`src/hw/rtl/ray_box_slab_intersect_2d_macros.svh`:
```
// Assertion macros for the ray/box slab intersect block.
// Used by the top level; expects clk and rst_n in scope.
`ifndef RAY_BOX_SLAB_INTERSECT_2D_MACROS_SVH
`define RAY_BOX_SLAB_INTERSECT_2D_MACROS_SVH

// property that must hold at every edge out of reset
`define RBS_ASSERT(lbl, prop) \
    lbl: assert property (@(posedge clk) disable iff (!rst_n) (prop)) \
        else $error("rbs assertion failed");

// a at one edge implies b at the next
`define RBS_ASSERT_NEXT(lbl, a, b) \
    lbl: assert property (@(posedge clk) disable iff (!rst_n) (a) |=> (b)) \
        else $error("rbs sequencing assertion failed");

`endif

```
`src/hw/rtl/rbs_pkg.sv`:
```
// Shared types, constants and helpers for the ray/box slab intersect block.
// No dependencies.
package rbs_pkg;

    localparam int DIV_BITS   = 48;                    // quotient bits, Q16.16 shifted numerator
    localparam int DIV_STEP   = 4;                     // quotient bits per divider stage
    localparam int DIV_STAGES = DIV_BITS / DIV_STEP;
    localparam int DIV_LAT    = DIV_STAGES + 2;        // input reg + stages + saturation reg

    localparam int MID_DEPTH_DEF = 4;
    localparam int OUT_DEPTH_DEF = 32;

    localparam logic [1:0] CFG_MIN_X = 2'd0;
    localparam logic [1:0] CFG_MIN_Y = 2'd1;
    localparam logic [1:0] CFG_MAX_X = 2'd2;
    localparam logic [1:0] CFG_MAX_Y = 2'd3;

    localparam logic signed [31:0] Q_MAX = 32'sh7fff_ffff;
    localparam logic signed [31:0] Q_MIN = 32'sh8000_0000;

    typedef struct packed {
        logic signed [31:0] origin_x;
        logic signed [31:0] origin_y;
        logic signed [31:0] dir_x;
        logic signed [31:0] dir_y;
        logic signed [31:0] near_limit;
        logic signed [31:0] far_limit;
    } in_t;

    typedef struct packed {
        logic               hit;
        logic signed [31:0] entry_distance;
    } out_t;

    typedef struct packed {
        logic signed [31:0] min_x;
        logic signed [31:0] min_y;
        logic signed [31:0] max_x;
        logic signed [31:0] max_y;
    } box_t;

    // classified ray, handed from front to back
    typedef struct packed {
        logic [31:0]        mag_min_x;
        logic [31:0]        mag_max_x;
        logic [31:0]        mag_min_y;
        logic [31:0]        mag_max_y;
        logic               neg_min_x;
        logic               neg_max_x;
        logic               neg_min_y;
        logic               neg_max_y;
        logic [31:0]        den_x;
        logic [31:0]        den_y;
        logic               par_x;
        logic               pok_x;
        logic               par_y;
        logic               pok_y;
        logic signed [31:0] near_limit;
        logic signed [31:0] far_limit;
    } mid_t;

    // magnitude of a 33-bit signed value; fits 32 bits unsigned for any v above -2**32
    function automatic logic [31:0] mag33(input logic signed [32:0] v);
        logic signed [32:0] n;
        n = -v;
        return v[32] ? n[31:0] : v[31:0];
    endfunction

endpackage

```
`src/hw/rtl/rbs_front.sv`:
```
// Front end: forms slab differences, magnitudes, signs and parallel-slab checks.
// Depends on rbs_pkg.
module rbs_front
    import rbs_pkg::*;
(
    input  in_t  request,
    input  box_t box,
    output mid_t mid
);

    logic signed [32:0] d_min_x;
    logic signed [32:0] d_max_x;
    logic signed [32:0] d_min_y;
    logic signed [32:0] d_max_y;

    always_comb
    begin
        d_min_x = {box.min_x[31], box.min_x} - {request.origin_x[31], request.origin_x};
        d_max_x = {box.max_x[31], box.max_x} - {request.origin_x[31], request.origin_x};
        d_min_y = {box.min_y[31], box.min_y} - {request.origin_y[31], request.origin_y};
        d_max_y = {box.max_y[31], box.max_y} - {request.origin_y[31], request.origin_y};

        mid.mag_min_x = mag33(d_min_x);
        mid.mag_max_x = mag33(d_max_x);
        mid.mag_min_y = mag33(d_min_y);
        mid.mag_max_y = mag33(d_max_y);
        // quotient sign, truncation toward zero comes from dividing magnitudes
        mid.neg_min_x = d_min_x[32] ^ request.dir_x[31];
        mid.neg_max_x = d_max_x[32] ^ request.dir_x[31];
        mid.neg_min_y = d_min_y[32] ^ request.dir_y[31];
        mid.neg_max_y = d_max_y[32] ^ request.dir_y[31];
        mid.den_x     = mag33({request.dir_x[31], request.dir_x});
        mid.den_y     = mag33({request.dir_y[31], request.dir_y});

        mid.par_x = (request.dir_x == '0);
        mid.par_y = (request.dir_y == '0);
        mid.pok_x = !(request.origin_x < box.min_x || request.origin_x > box.max_x);
        mid.pok_y = !(request.origin_y < box.min_y || request.origin_y > box.max_y);

        mid.near_limit = request.near_limit;
        mid.far_limit  = request.far_limit;
    end

endmodule

```
`config.mk`:
```
export PLATFORM = sky130hd
export DESIGN_NAME = rbs_front
export DESIGN_NICKNAME = d
export VERILOG_FILES = /design/src/hw/rtl/ray_box_slab_intersect_2d_macros.svh /design/src/hw/rtl/rbs_pkg.sv /design/src/hw/rtl/rbs_front.sv
export SDC_FILE = /design/constraint.sdc
export NUM_CORES = 1
export LEC_CHECK = 0
export BUFFER_PORTS_ARGS = -buffer_cell sky130_fd_sc_hd__buf_2
export CORE_AREA = 4 4 224 226
export DETAILED_ROUTE_END_ITERATION = 8
export DIE_AREA = 0 0 228 230
export SETUP_SLACK_MARGIN = 0.05
export SYNTH_ARGS = -nofsm -noshare
export SYNTH_HDL_FRONTEND = slang
export SYNTH_SLANG_ARGS = --single-unit
```
`constraint.sdc`:
```
create_clock -name vclk -period 15.3
set_input_delay 3.06 -clock vclk [all_inputs]
set_output_delay 3.06 -clock vclk [all_outputs]
set_load 0.02 [all_outputs]
```
==> flow_metrics.env <==
export IMPL_status="completed"
export IMPL_ys_types=85
export IMPL_fin_tns_setup_ns=0
export IMPL_clkbuf_count=0
export IMPL_ir_drop_mv=0.03255
export IMPL_die_w_um=228
export IMPL_end_kind="output port"
export IMPL_grt_usage_pct=20.09
export IMPL_portBuffers=456
export IMPL_relSlewSlack_pct=37.60
export IMPL_synthTopCellsByArea="xnor2_1, ha_1, a21oi_1"
export IMPL_synthesis_area_sq_um=12670
export IMPL_finalHoldViolCount=0
export IMPL_setup_worst_path_class="input pin to output port"
export IMPL_leakage_nw=6.591
export IMPL_syn2layout_area_growth_pct=18.24
export IMPL_fin_crit_sh_pct=68.46
export IMPL_postRouteAntennaNets=0
export IMPL_path_max_fanout=14
export IMPL_synth_nets=2354
export IMPL_grt_max_degree=36
export IMPL_dp_slack_ns=4.895
export IMPL_via_per_inst=5.471
export IMPL_fillers=5354
export IMPL_finalPower_w=0.001076
export IMPL_ctsResizeCount=0
export IMPL_required_ns=12.24
export IMPL_die_area_sq_um=52440
export IMPL_place_congestion=1.056
export IMPL_fin_ws_ns=4.826
export IMPL_routed_wl_um=57190
export IMPL_grt_antenna_before_repair=15
export IMPL_min_path_type="input pin to output port"
export IMPL_start_util_pct=26.21
export IMPL_final_util_pct=30.99
export IMPL_slew_violations=0
export IMPL_grt_pass1_vias=14887
export IMPL_drt_iter0_drc=1192
export IMPL_yosys_area_top_type="xnor2_1"
export IMPL_placed_cell_area_sq_um=14970
export IMPL_rows=81
export IMPL_post_dp_hpwl_um=50810
export IMPL_avgSynthCellArea_sq_um=6.697
export IMPL_grt_pass1_wl_um=85590
export IMPL_chipHeight_um=230
export IMPL_core_sq_um=48340
export IMPL_drive_above_1_share_pct=22.77
export IMPL_ys_warn_count=0
export IMPL_final_area_sq_um=14980
export IMPL_seq_area_sq_um=0
export IMPL_netlist_top_cells_count="xnor2_1, a21oi_1, nand2_1, o21ai_0, ha_1"
export IMPL_finalSetupViolCount=0
export IMPL_worst_ep_arrival_time_ns=7.41
export IMPL_worstMarginPinSlew_ns=0.9243
export IMPL_synth_most_common_cell="xnor2_1"
export IMPL_ys_seq_area_share_pct=0
export IMPL_synth_cells=1892
export IMPL_postCtsSetupBuffers=0
export IMPL_final_nets=2673
export IMPL_cellPowerDensity_nw_per_um2=71.84
export IMPL_hold_buffers=0
export IMPL_start_kind="input pin"
export IMPL_fin_crit_ns=10.47
export IMPL_max_freq_ghz=0.09547
export IMPL_vias=15520
export IMPL_ios=584
export IMPL_wire_per_inst_um=20.16
export IMPL_drc=0
export IMPL_cap_violations=0
export IMPL_seq_cell_count=0
export IMPL_rsz0062_at_grt="false"
export IMPL_dr_pass1_iters=5
export IMPL_synth_top_area_share_pct=14.38
export IMPL_grt_overflow_total=0
-- worst paths after layout --
check,start,endpoint,slack [ns],cells after the start
setup / recovery,box[96],mid[135],4.83,15
hold / removal,request[22],mid[22],6.12,0
-- layout make-up --
cell class,instances,area (sq um),share of cell area (%)
diodes,6,15.01,0.1002
inverters,124,465.4,3.107
multi-input cells,1625,11410,76.16
well taps,622,778.2,5.195
repair buffers,460,2312,15.43
-- critical path, cell delays in order --
cell and delay (ns):
buf_2 0.10, inv_1 0.06, ha_1 0.26, inv_1 0.09, fa_1 0.41, a21oi_1 0.28, o22ai_1 0.26, o21ai_0 0.29
nand2_1 0.17, a31oi_1 0.29, o21ai_0 0.19, a221oi_1 0.66, xor2_2 0.68, xnor2_1 0.35, buf_2 0.27
-- cells by family after synthesis --
group,after synthesis,synth area share [%]
buffers and inverters,267,10.06
muxes,13,1.076
adders and majority gates,142,14.26
and+or+nand+nor,575,23.32
xor gates and xnor gates,278,19.22
AOI/OAI and AO/OA,617,32.06
-- per-layer routing --
metal	track usage, %	up-vias	wire [um]
li1	-	7513	-
met1	23.87	7233	23250
met2	36.88	679	27870
met3	4.559	83	4405
met4	4.363	12	1564
met5	0	-	94
-- where the power goes --
part | leakage (nW) | internal, W | switching [W] | total [W]
combinational | 6.59 | 0.000377 | 0.000699 | 0.00108
sequential | 0 | 0 | 0 | 0
clock | 0.0000380 | 0.0000000000526 | 0 | 0.0000000000527
-- metrics by stage --
| step | cells | hold WS (ns) |
|---|---|---|
| 3_5_place_dp | 2831 | 6.120 |
| 3_3_place_gp | 2831 | 6.120 |
| 2_1_floorplan | 1892 | 6.205 |
| 6_report | 2837 | 6.120 |
| 5_1_grt | 2832 | 6.120 |
| 4_1_cts | 2831 | 6.120 |
-- cell usage in the layout (no fill, tap or decap), drive strengths merged, types with 14 or more instances in the layout --
master	synthesis	routed
o21bai	14	14
a21o	45	45
nor2	115	115
a211oi	27	27
a21oi	156	156
o21ai	156	156
o211ai	19	19
o31ai	41	41
nor4	19	19
and3	21	21
nor2b	23	23
nor3	45	45
inv	124	124
nand2	151	151
o21a	21	21
or4	23	23
nand4	33	33
xor2	70	70
ha	138	138
o41ai	22	22
a31oi	21	21
and2	20	20
or3	27	27
buf	75	460
xnor2	208	208
nand3	46	46
(Power assumes the default switching activity.)
