File: config.mk
export PLATFORM = sky130hd
export DESIGN_NAME = rbs_fifo
export DESIGN_NICKNAME = d
export VERILOG_FILES = /design/src/hw/rtl/ray_box_slab_intersect_2d_macros.svh /design/src/hw/rtl/rbs_pkg.sv /design/src/hw/rtl/rbs_fifo.sv
export SDC_FILE = /design/constraint.sdc
export NUM_CORES = 1
export LEC_CHECK = 0
export BUFFER_PORTS_ARGS = -buffer_cell sky130_fd_sc_hd__buf_4
export CAP_MARGIN = 20
export CORE_MARGIN = 2
export CORE_UTILIZATION = 25
export DETAILED_ROUTE_END_ITERATION = 7
export PLACE_DENSITY_LB_ADDON = 0.1
export SETUP_SLACK_MARGIN = 0.02
export SLEW_MARGIN = 20
export SYNTH_ARGS = -nofsm -noshare
export SYNTH_HDL_FRONTEND = slang
export SYNTH_SLANG_ARGS = --single-unit
File: constraint.sdc
create_clock -name clk -period 2.3 [get_ports clk]
set_input_delay 0.345 -clock clk [delete_from_list [all_inputs] [get_ports clk]]
set_output_delay 0.345 -clock clk [all_outputs]
set_load 0.005 [all_outputs]
File: src/hw/rtl/ray_box_slab_intersect_2d_macros.svh
// Assertion macros for the ray/box slab intersect block.
// Used by the top level; expects clk and rst_n in scope.
`ifndef RAY_BOX_SLAB_INTERSECT_2D_MACROS_SVH
`define RAY_BOX_SLAB_INTERSECT_2D_MACROS_SVH

// property that must hold at every edge out of reset
`define RBS_ASSERT(lbl, prop) \
    lbl: assert property (@(posedge clk) disable iff (!rst_n) (prop)) \
        else $error("rbs assertion failed");

// a at one edge implies b at the next
`define RBS_ASSERT_NEXT(lbl, a, b) \
    lbl: assert property (@(posedge clk) disable iff (!rst_n) (a) |=> (b)) \
        else $error("rbs sequencing assertion failed");

`endif

File: src/hw/rtl/rbs_pkg.sv
// Shared types, constants and helpers for the ray/box slab intersect block.
// No dependencies.
package rbs_pkg;

    localparam int DIV_BITS   = 48;                    // quotient bits, Q16.16 shifted numerator
    localparam int DIV_STEP   = 4;                     // quotient bits per divider stage
    localparam int DIV_STAGES = DIV_BITS / DIV_STEP;
    localparam int DIV_LAT    = DIV_STAGES + 2;        // input reg + stages + saturation reg

    localparam int MID_DEPTH_DEF = 4;
    localparam int OUT_DEPTH_DEF = 32;

    localparam logic [1:0] CFG_MIN_X = 2'd0;
    localparam logic [1:0] CFG_MIN_Y = 2'd1;
    localparam logic [1:0] CFG_MAX_X = 2'd2;
    localparam logic [1:0] CFG_MAX_Y = 2'd3;

    localparam logic signed [31:0] Q_MAX = 32'sh7fff_ffff;
    localparam logic signed [31:0] Q_MIN = 32'sh8000_0000;

    typedef struct packed {
        logic signed [31:0] origin_x;
        logic signed [31:0] origin_y;
        logic signed [31:0] dir_x;
        logic signed [31:0] dir_y;
        logic signed [31:0] near_limit;
        logic signed [31:0] far_limit;
    } in_t;

    typedef struct packed {
        logic               hit;
        logic signed [31:0] entry_distance;
    } out_t;

    typedef struct packed {
        logic signed [31:0] min_x;
        logic signed [31:0] min_y;
        logic signed [31:0] max_x;
        logic signed [31:0] max_y;
    } box_t;

    // classified ray, handed from front to back
    typedef struct packed {
        logic [31:0]        mag_min_x;
        logic [31:0]        mag_max_x;
        logic [31:0]        mag_min_y;
        logic [31:0]        mag_max_y;
        logic               neg_min_x;
        logic               neg_max_x;
        logic               neg_min_y;
        logic               neg_max_y;
        logic [31:0]        den_x;
        logic [31:0]        den_y;
        logic               par_x;
        logic               pok_x;
        logic               par_y;
        logic               pok_y;
        logic signed [31:0] near_limit;
        logic signed [31:0] far_limit;
    } mid_t;

    // magnitude of a 33-bit signed value; fits 32 bits unsigned for any v above -2**32
    function automatic logic [31:0] mag33(input logic signed [32:0] v);
        logic signed [32:0] n;
        n = -v;
        return v[32] ? n[31:0] : v[31:0];
    endfunction

endpackage

File: src/hw/rtl/rbs_fifo.sv
// Small register-based FIFO, used between front and back and at the result side.
// Depends on rbs_pkg for the default depth MID_DEPTH_DEF.
module rbs_fifo
    import rbs_pkg::*;
#(
    parameter int WIDTH = 8,
    parameter int DEPTH = MID_DEPTH_DEF
)
(
    input  logic             clk,
    input  logic             rst_n,
    input  logic             push,
    input  logic [WIDTH-1:0] wdata,
    input  logic             pop,
    output logic [WIDTH-1:0] rdata,
    output logic             full,
    output logic             empty
);

    localparam int AW = (DEPTH > 1) ? $clog2(DEPTH) : 1;
    localparam int CW = $clog2(DEPTH + 1);

    logic [WIDTH-1:0] mem_reg [0:DEPTH-1];
    logic [AW-1:0]    wr_ptr_reg, wr_ptr_next;
    logic [AW-1:0]    rd_ptr_reg, rd_ptr_next;
    logic [CW-1:0]    cnt_reg, cnt_next;
    logic             wr_en;
    logic             rd_en;

    assign full  = (cnt_reg == CW'(DEPTH));
    assign empty = (cnt_reg == '0);
    assign wr_en = push && !full;
    assign rd_en = pop && !empty;
    assign rdata = mem_reg[rd_ptr_reg];

    always_comb
    begin
        wr_ptr_next = wr_ptr_reg;
        rd_ptr_next = rd_ptr_reg;
        cnt_next    = cnt_reg;
        if (wr_en)
        begin
            wr_ptr_next = (wr_ptr_reg == AW'(DEPTH - 1)) ? '0 : wr_ptr_reg + 1'b1;
        end
        if (rd_en)
        begin
            rd_ptr_next = (rd_ptr_reg == AW'(DEPTH - 1)) ? '0 : rd_ptr_reg + 1'b1;
        end
        if (wr_en && !rd_en)
        begin
            cnt_next = cnt_reg + 1'b1;
        end
        else if (rd_en && !wr_en)
        begin
            cnt_next = cnt_reg - 1'b1;
        end
    end

    always_ff @(posedge clk or negedge rst_n)
    begin
        if (!rst_n)
        begin
            wr_ptr_reg <= '0;
            rd_ptr_reg <= '0;
            cnt_reg    <= '0;
        end
        else
        begin
            wr_ptr_reg <= wr_ptr_next;
            rd_ptr_reg <= rd_ptr_next;
            cnt_reg    <= cnt_next;
        end
    end

    always_ff @(posedge clk)
    begin
        if (wr_en)
        begin
            mem_reg[wr_ptr_reg] <= wdata;
        end
    end

endmodule

==> key figures, run 1 <==
Cells and area
  – Most frequent cells in the layout: 32 x edfxtp_1, 22 x buf_4, 8 x mux4_2
  – Final std cells w/o fill: 184
  – Share of layout cells above drive strength 1: 46.7%
  – Diode count: 0
  – Register area: 0.00114 sq mm
  – Nets: between 100 and 150
  – Max FFs per register: 32
  – Commonest non-fill, non-tap cell in the layout: edfxtp_1
  – Synth-to-Final Area Change: 22.6%
  – Multi-input gate area: 453 sq um
  – Fillcell total: 655

Critical path
  – Crit path DAT: between 1.5 and 2 ns
  – CP startpoint kind: flop
  – Crit path max fanout: 11
  – RR Endpoint: cnt_reg[2]$_DFFE_PN0P_
  – Reg2Reg Setup Slack: 0.27 ns
  – Worst R2R Start: cnt_reg[0]$_DFFE_PN0P_
  – Critical Path RT: roughly 2.0 ns
  – Worst Reg-to-Reg Cells: 8
  – Kind of critical path: flop to output pin
  – CP Capture Type: output pin
  – Crit path launch: rd_ptr_reg[0]$_DFFE_PN0P_

STA
  – Final setup fails: 0
  – Post-route setup slack: 0.145 ns
  – Tmin final: 2.16 ns
  – Hold Vio Cnt, Final: 0
  – Slew Limit Headroom: 55.9%
  – Skew final: 0.00976 ns
  – Worst Tran Pin Value: 0.662 ns
  – Slew Limit Fails: 0
  – Max Clk Rate: 0.464 GHz
  – TNS Setup: 0 ns
  – Fin crit share: 93.7%
  – Unrepaired setup endpoints after global routing: no

Floorplan
  – CORE AREA: about 0.0063 sq mm
  – DIE AREA: roughly 0.007 sq mm
  – Die Y: between 80 and 90 microns
  – I/O pins: 22
  – Initial Util: 25.7%
  – Die X: 84.5 microns
  – Std-Cell Rows: 29

Pwr
  – Max VDD drop: 0.341 mV
  – Design Power: ~2.5 mW
  – Clock Power Share: 23.3%
  – PD cells: 1250 mW/mm^2
  – Comb power frac: 30.9%
  – Leak pwr: about 0.73 nW
  – Net Sw Power: 0.720 mW
  – Sw Ratio: 29.0%
  – Internal Power: 1.76 mW
  – Seq pwr share: 45.8%

Clock tree
  – Post-cts resize count: 0
  – H-Tree Depth: 2
  – Root Buffer: clkbuf_8
  – Clock Pin Slew Worst Setup and Hold Paths: 0.09 ns
  – CTS tree: yes
  – Sink Count: 39
  – Longest Clk Path Bufs: 2
  – Worst skew pair latency: 0.29 ns
  – CTS Buf Count: 5

Global routing
  – Antenna violations before repair: 0
  – Largest net degree at the start of global routing: 15
  – GRT overflow: 0
  – First-pass GRT wire length: 4480 microns
  – Vias in the first global route: around 860
  – Overall Global Routing Usage: 8.68%

Status
  – Status: finished, final reports clean

Min path
  – Hold-critical path depth: 1
  – Hold Startpoint: wdata[2]
  – Worst min-delay path class: input pin to flop
  – Worst Hold Path EP: mem_reg[2][2]$_DFFE_PP_

Logic synthesis
  – Syn nets: 98
  – Post-synthesis cell type count: 19
  – Simple-gate share of the synthesized area: under 10%
  – XOR/XNOR Fraction of Synth Area: 1.62%
  – Mux cell area share after synthesis: 15.1%
  – Post-synthesis cell area: roughly 0.0016 sq mm
  – Largest family of logic cells by synthesized area: multiplexers
  – Sequential area share after synthesis: 70.1%
  – Mapped Cells: 79
  – YS warnings: 0
  – Post-synthesis compound-gate area fraction: 0%
  – Post-Synthesis Mean Instance Area: around 21 sq um
  – Adder-cell area share of the yosys netlist: 5.87%
  – Synth Register Bits: 39

Placement
  – Port Buffers: 21
  – Final GP Congestion: 0.663
  – Placed cell count: 175
  – DP Wirelength: 1880 microns
  – Pre-CTS WS: 0.280 ns

Route
  – 1st-iter DRT viols: 60
  – Post-DRT Antenna Nets: 0
  – Routed WL per cell: roughly 15 microns
  – Pre-antenna DRT Iters: 4
  – Vias per cell: 4.18
  – Via count: 769
  – Total wire length: 2830 microns
  – DR DRC count: 0

Job
  – Max capacitance violation total: 0
## layout make-up
type,count,share of cell area [%]
well taps,77,4.85
clock buffers,5,3.46
flip-flops and latches,39,57.2
clock inverters,3,2.33
inverters,3,0.567
repair buffers,23,8.82
multi-input cells,34,22.8
## cell usage after synthesis, drive strengths merged
cell,instances,area share (%)
nor3,1,0.31
nor2,3,0.69
inv,3,0.69
nand2b,1,0.85
nor3b,1,1.2
buf,3,1.2
nor2b,1,0.54
and2,4,1.9
xnor2,1,0.54
mux4,8,11
xor2,2,1.1
ha,6,4.6
edfxtp,32,59
fa,1,1.2
mux2,5,3.9
dfrtp,7,11
## per-layer routing
layer | wire length (microns) | up-vias | track usage, %
li1 | - | 351 | -
met1 | 1220 | 397 | 10.5
met2 | 1420 | 16 | 13.4
met3 | 134 | 5 | 3.54
met4 | 56 | 0 | 4.33
met5 | 0 | - | 0
## logic make-up after synthesis
group	Yosys count
and+or+nand+nor	11
adders and majority gates	7
xor gates and xnor gates	3
muxes	13
DFF	39
buffers and inverters	6
## worst max-delay path by stage
stage,endpoint,depth (start not counted)
floorplan,cnt_reg[2]$_DFFE_PN0P_,8
finish,rdata[1],2
global route,rdata[3],2
global placement,cnt_reg[2]$_DFFE_PN0P_,8
detailed placement,cnt_reg[2]$_DFFE_PN0P_,8
CTS,rdata[1],2
## worst max-delay path, stage by stage, from the launching register on
cell and delay [ns]:
dfrtp_1 0.77, mux4_2 0.60, buf_4 0.15
## power groups by stage
stage,Sequential [mW],Clock [mW],Combinational (mW)
5_1_grt,1.16,0.621,0.854
6_report,1.13,0.578,0.766
3_3_place_gp,1.15,0,0.779
4_1_cts,1.14,0.593,0.795
3_5_place_dp,1.16,0,0.785
2_1_floorplan,1.04,0,0.566
## repair_timing
| item | CTS | global route |
|---|---|---|
| buffers inserted | 0 | 0 |
| hold endpoints to repair | 7 | 0 |
| hold buffers | 1 | 0 |
## per-stage QoR
step	hold slack, ns	area [sq um]	utilization [%]
2_1_floorplan	0.0494	1620	-
3_3_place_gp	0.169	1860	29.5
3_5_place_dp	0.168	1860	29.5
4_1_cts	0.240	1990	31.5
5_1_grt	0.232	1990	31.5
6_report	0.244	1990	31.5
No activity file was read; power rests on OpenSTA's default activity.
==> inputs of run 2 (changes only) <==
==> constraint.sdc (replaced) <==
create_clock -name clk -period 2.47 [get_ports clk]
set_input_delay 0.3705 -clock clk [delete_from_list [all_inputs] [get_ports clk]]
set_output_delay 0.3705 -clock clk [all_outputs]
set_load 0.005 [all_outputs]
==> key figures, run 2 (synthesized netlist as in run 1, its figures left out) <==
Pwr
  – Sw Ratio: 28.4% (-0.64 points)
  – Internal Power: 1.63 mW (-7.5%)
  – Leak pwr: 0.733 nW (-0.21%)
  – PD cells: 1150 mW/mm^2 (-7.8%)
  – Comb power frac: 30.9% (about the same)
  – Clock Power Share: 22.7% (-0.6 points)
  – Max VDD drop: 0.398 mV (+17%)
  – Seq pwr share: 46.3% (+0.5 points)
  – Net Sw Power: 0.645 mW (-10%)
  – Design Power: 2.27 mW (-8.3%)

Clock tree
  – CTS Buf Count: 5 (unchanged)
  – Worst skew pair latency: 0.28 ns (about the same)
  – H-Tree Depth: 2 (unchanged)
  – Clock Pin Slew Worst Setup and Hold Paths: 0.08 ns (about the same)
  – CTS tree: yes
  – Root Buffer: clkbuf_8
  – Longest Clk Path Bufs: 2 (unchanged)
  – Sink Count: 39 (unchanged)

STA
  – Hold Vio Cnt, Final: 0 (unchanged)
  – Max Clk Rate: between 0.4 and 0.5 GHz
  – Final setup fails: 0 (unchanged)
  – Skew final: 0.00525 ns (-0.00451 ns)
  – Unrepaired setup endpoints after global routing: no
  – Slew Limit Headroom: 57.3% (+1.4 points)
  – Fin crit share: 86.9%
  – TNS Setup: 0 ns (unchanged)
  – Hold_ws: 0.280 ns (+0.0355 ns)
  – Tmin final: 2.15 ns
  – Worst Tran Pin Value: 0.641 ns (-0.0210 ns)
  – Post-route setup slack: 0.323 ns (+0.178 ns)
  – Slew Limit Fails: 0 (unchanged)

Global routing
  – Vias in the first global route: 782 (-8.5%)
  – Antenna violations before repair: 0 (unchanged)
  – First-pass GRT wire length: 4230 microns (-5.6%)
  – Overall Global Routing Usage: 8.33% (-0.35 points)
  – Largest net degree at the start of global routing: 14 (-1)
  – GRT overflow: 0 (unchanged)

Floorplan
  – CORE AREA: 0.00631 sq mm (unchanged)
  – DIE AREA: 0.00714 sq mm (unchanged)
  – I/O pins: 22 (unchanged)
  – Die Y: 84.5 microns (unchanged)
  – Std-Cell Rows: 29 (unchanged)
  – Initial Util: 25.7% (unchanged)
  – Die X: 84.5 microns (unchanged)

Cells and area
  – Nets: 124 (-0.80%)
  – Max FFs per register: 32 (unchanged)
  – Share of layout cells above drive strength 1: 46.2% (-0.50 points)
  – Most frequent cells in the layout: 32 x edfxtp_1, 21 x buf_4, 8 x mux4_2
  – Commonest non-fill, non-tap cell in the layout: edfxtp_1
  – Final std cells w/o fill: 183 (-0.54%)
  – Fin util: 31.3% (-0.16 points)
  – Synth-to-Final Area Change: 22.0%
  – Diode count: 0 (unchanged)
  – Post-route cell area: 0.00198 sq mm (-0.50%)

Critical path
  – CP Capture Type: output pin
  – Critical Path RT: 2.10 ns (+0.14 ns)
  – Crit path DAT: 1.78 ns (-0.03 ns)
  – Slowest-stage cell, CP: dfrtp_1
  – CP startpoint kind: flop
  – Kind of critical path: flop to output pin
  – Crit path max fanout: 11 (unchanged)
  – CP Buf/Inv Count: 1 (unchanged)
  – Critical-path cell list: mux4_2 > buf_4
  – Delay-heaviest family, CP: flip-flops
  – Slowest stage delay, CP: 0.76 ns (about the same)
  – Worst R2R Start: cnt_reg[2]$_DFFE_PN0P_
  – Crit path launch: rd_ptr_reg[0]$_DFFE_PN0P_

Job
  – Max capacitance violation total: 0 (unchanged)

Route
  – Pre-antenna DRT Iters: 4 (unchanged)
  – Via count: 727 (-5.5%)
  – 1st-iter DRT viols: 19 (-68%)
  – DR DRC count: 0 (unchanged)
  – Total wire length: 2720 microns (-3.9%)
  – Vias per cell: 3.97 (-4.9%)
  – Post-DRT Antenna Nets: 0 (unchanged)
  – Routed WL per cell: 14.9 microns (-3.3%)

Min path
  – Hold Startpoint: wdata[2]
  – Worst min-delay path class: input pin to flop

Placement
  – Placed cell area: 0.00185 sq mm (-0.40%)
  – DP Wirelength: 1830 microns (-2.9%)
  – Placed cell count: 174 (-0.57%)
  – Pre-CTS WS: 0.408 ns (+0.128 ns)
  – Port Buffers: 21 (unchanged)
  – Final GP Congestion: 0.775 (+17%)

Status
  – Status: finished, final reports clean
[run 2: cell count changes in the layout (fill, tap and decap cells not counted)]
cell        previous run  this run
buf_4                 22        21
clkinv_2               0         1
clkinv_4               0         1
clkinvlp_4             1         0
inv_6                  1         0
[run 2: worst register-to-register path, stage by stage (launching register included)]
cell and delay (ns):
dfrtp_1 0.41, nor3b_4 0.17, nor2b_2 0.29, ha_1 0.24
inv_1 0.06, fa_1 0.37, xor2_1 0.15, nor2_1 0.11
xor2_1 0.17
[run 2: metal layers]
| layer | up-vias | share of wire [%] | GRT usage (%) |
|---|---|---|---|
| met5 | - | 0 | 0 |
| met4 | 0 | 2.0 | 3.90 |
| met3 | 6 | 3.8 | 3.05 |
| met2 | 14 | 50 | 13.4 |
| met1 | 357 | 45 | 9.95 |
| li1 | 350 | - | - |
[run 2: cell type report]
cell class / count / area [sq um]
Clock buffer: 5 / 68.8
Multi-Input combinational cell: 34 / 453
Clock inverter: 3 / 43.8
Tap cell: 77 / 96.3
Fill cell: 630 / 4340
Sequential cell: 39 / 1140
Timing Repair Buffer: 22 / 168
Inverter: 3 / 11.3
[run 2: worst paths after layout]
kind / depth (start not counted) / endpoint / slack, ns
worst max-delay path: 2 / rdata[1] / 0.32
worst min-delay path: 1 / mem_reg[2][2]$_DFFE_PP_ / 0.28
worst max register to register: 8 / cnt_reg[2]$_DFFE_PN0P_ / 0.43
worst min register to register: 1 / cnt_reg[2]$_DFFE_PN0P_ / 0.52
max in group asynchronous: 2 / rd_ptr_reg[1]$_DFFE_PN0P_ / 1.91
min in group asynchronous: 2 / cnt_reg[1]$_DFFE_PN0P_ / 0.43
[run 2: repair_timing]
item,in CTS,in global routing
hold endpoints to repair,7,0
hold buffers,1,0
setup buffers,0,0
gates resized for setup,0,0
[run 2: power by group through the flow]
| stage | sequential, mW | clock [mW] | combinational (mW) |
|---|---|---|---|
| floorplan | 0.973 | 0 | 0.527 |
| global placement | 1.07 | 0 | 0.724 |
| detailed placement | 1.08 | 0 | 0.722 |
| CTS | 1.07 | 0.533 | 0.725 |
| global route | 1.09 | 0.556 | 0.788 |
| finish | 1.05 | 0.516 | 0.703 |
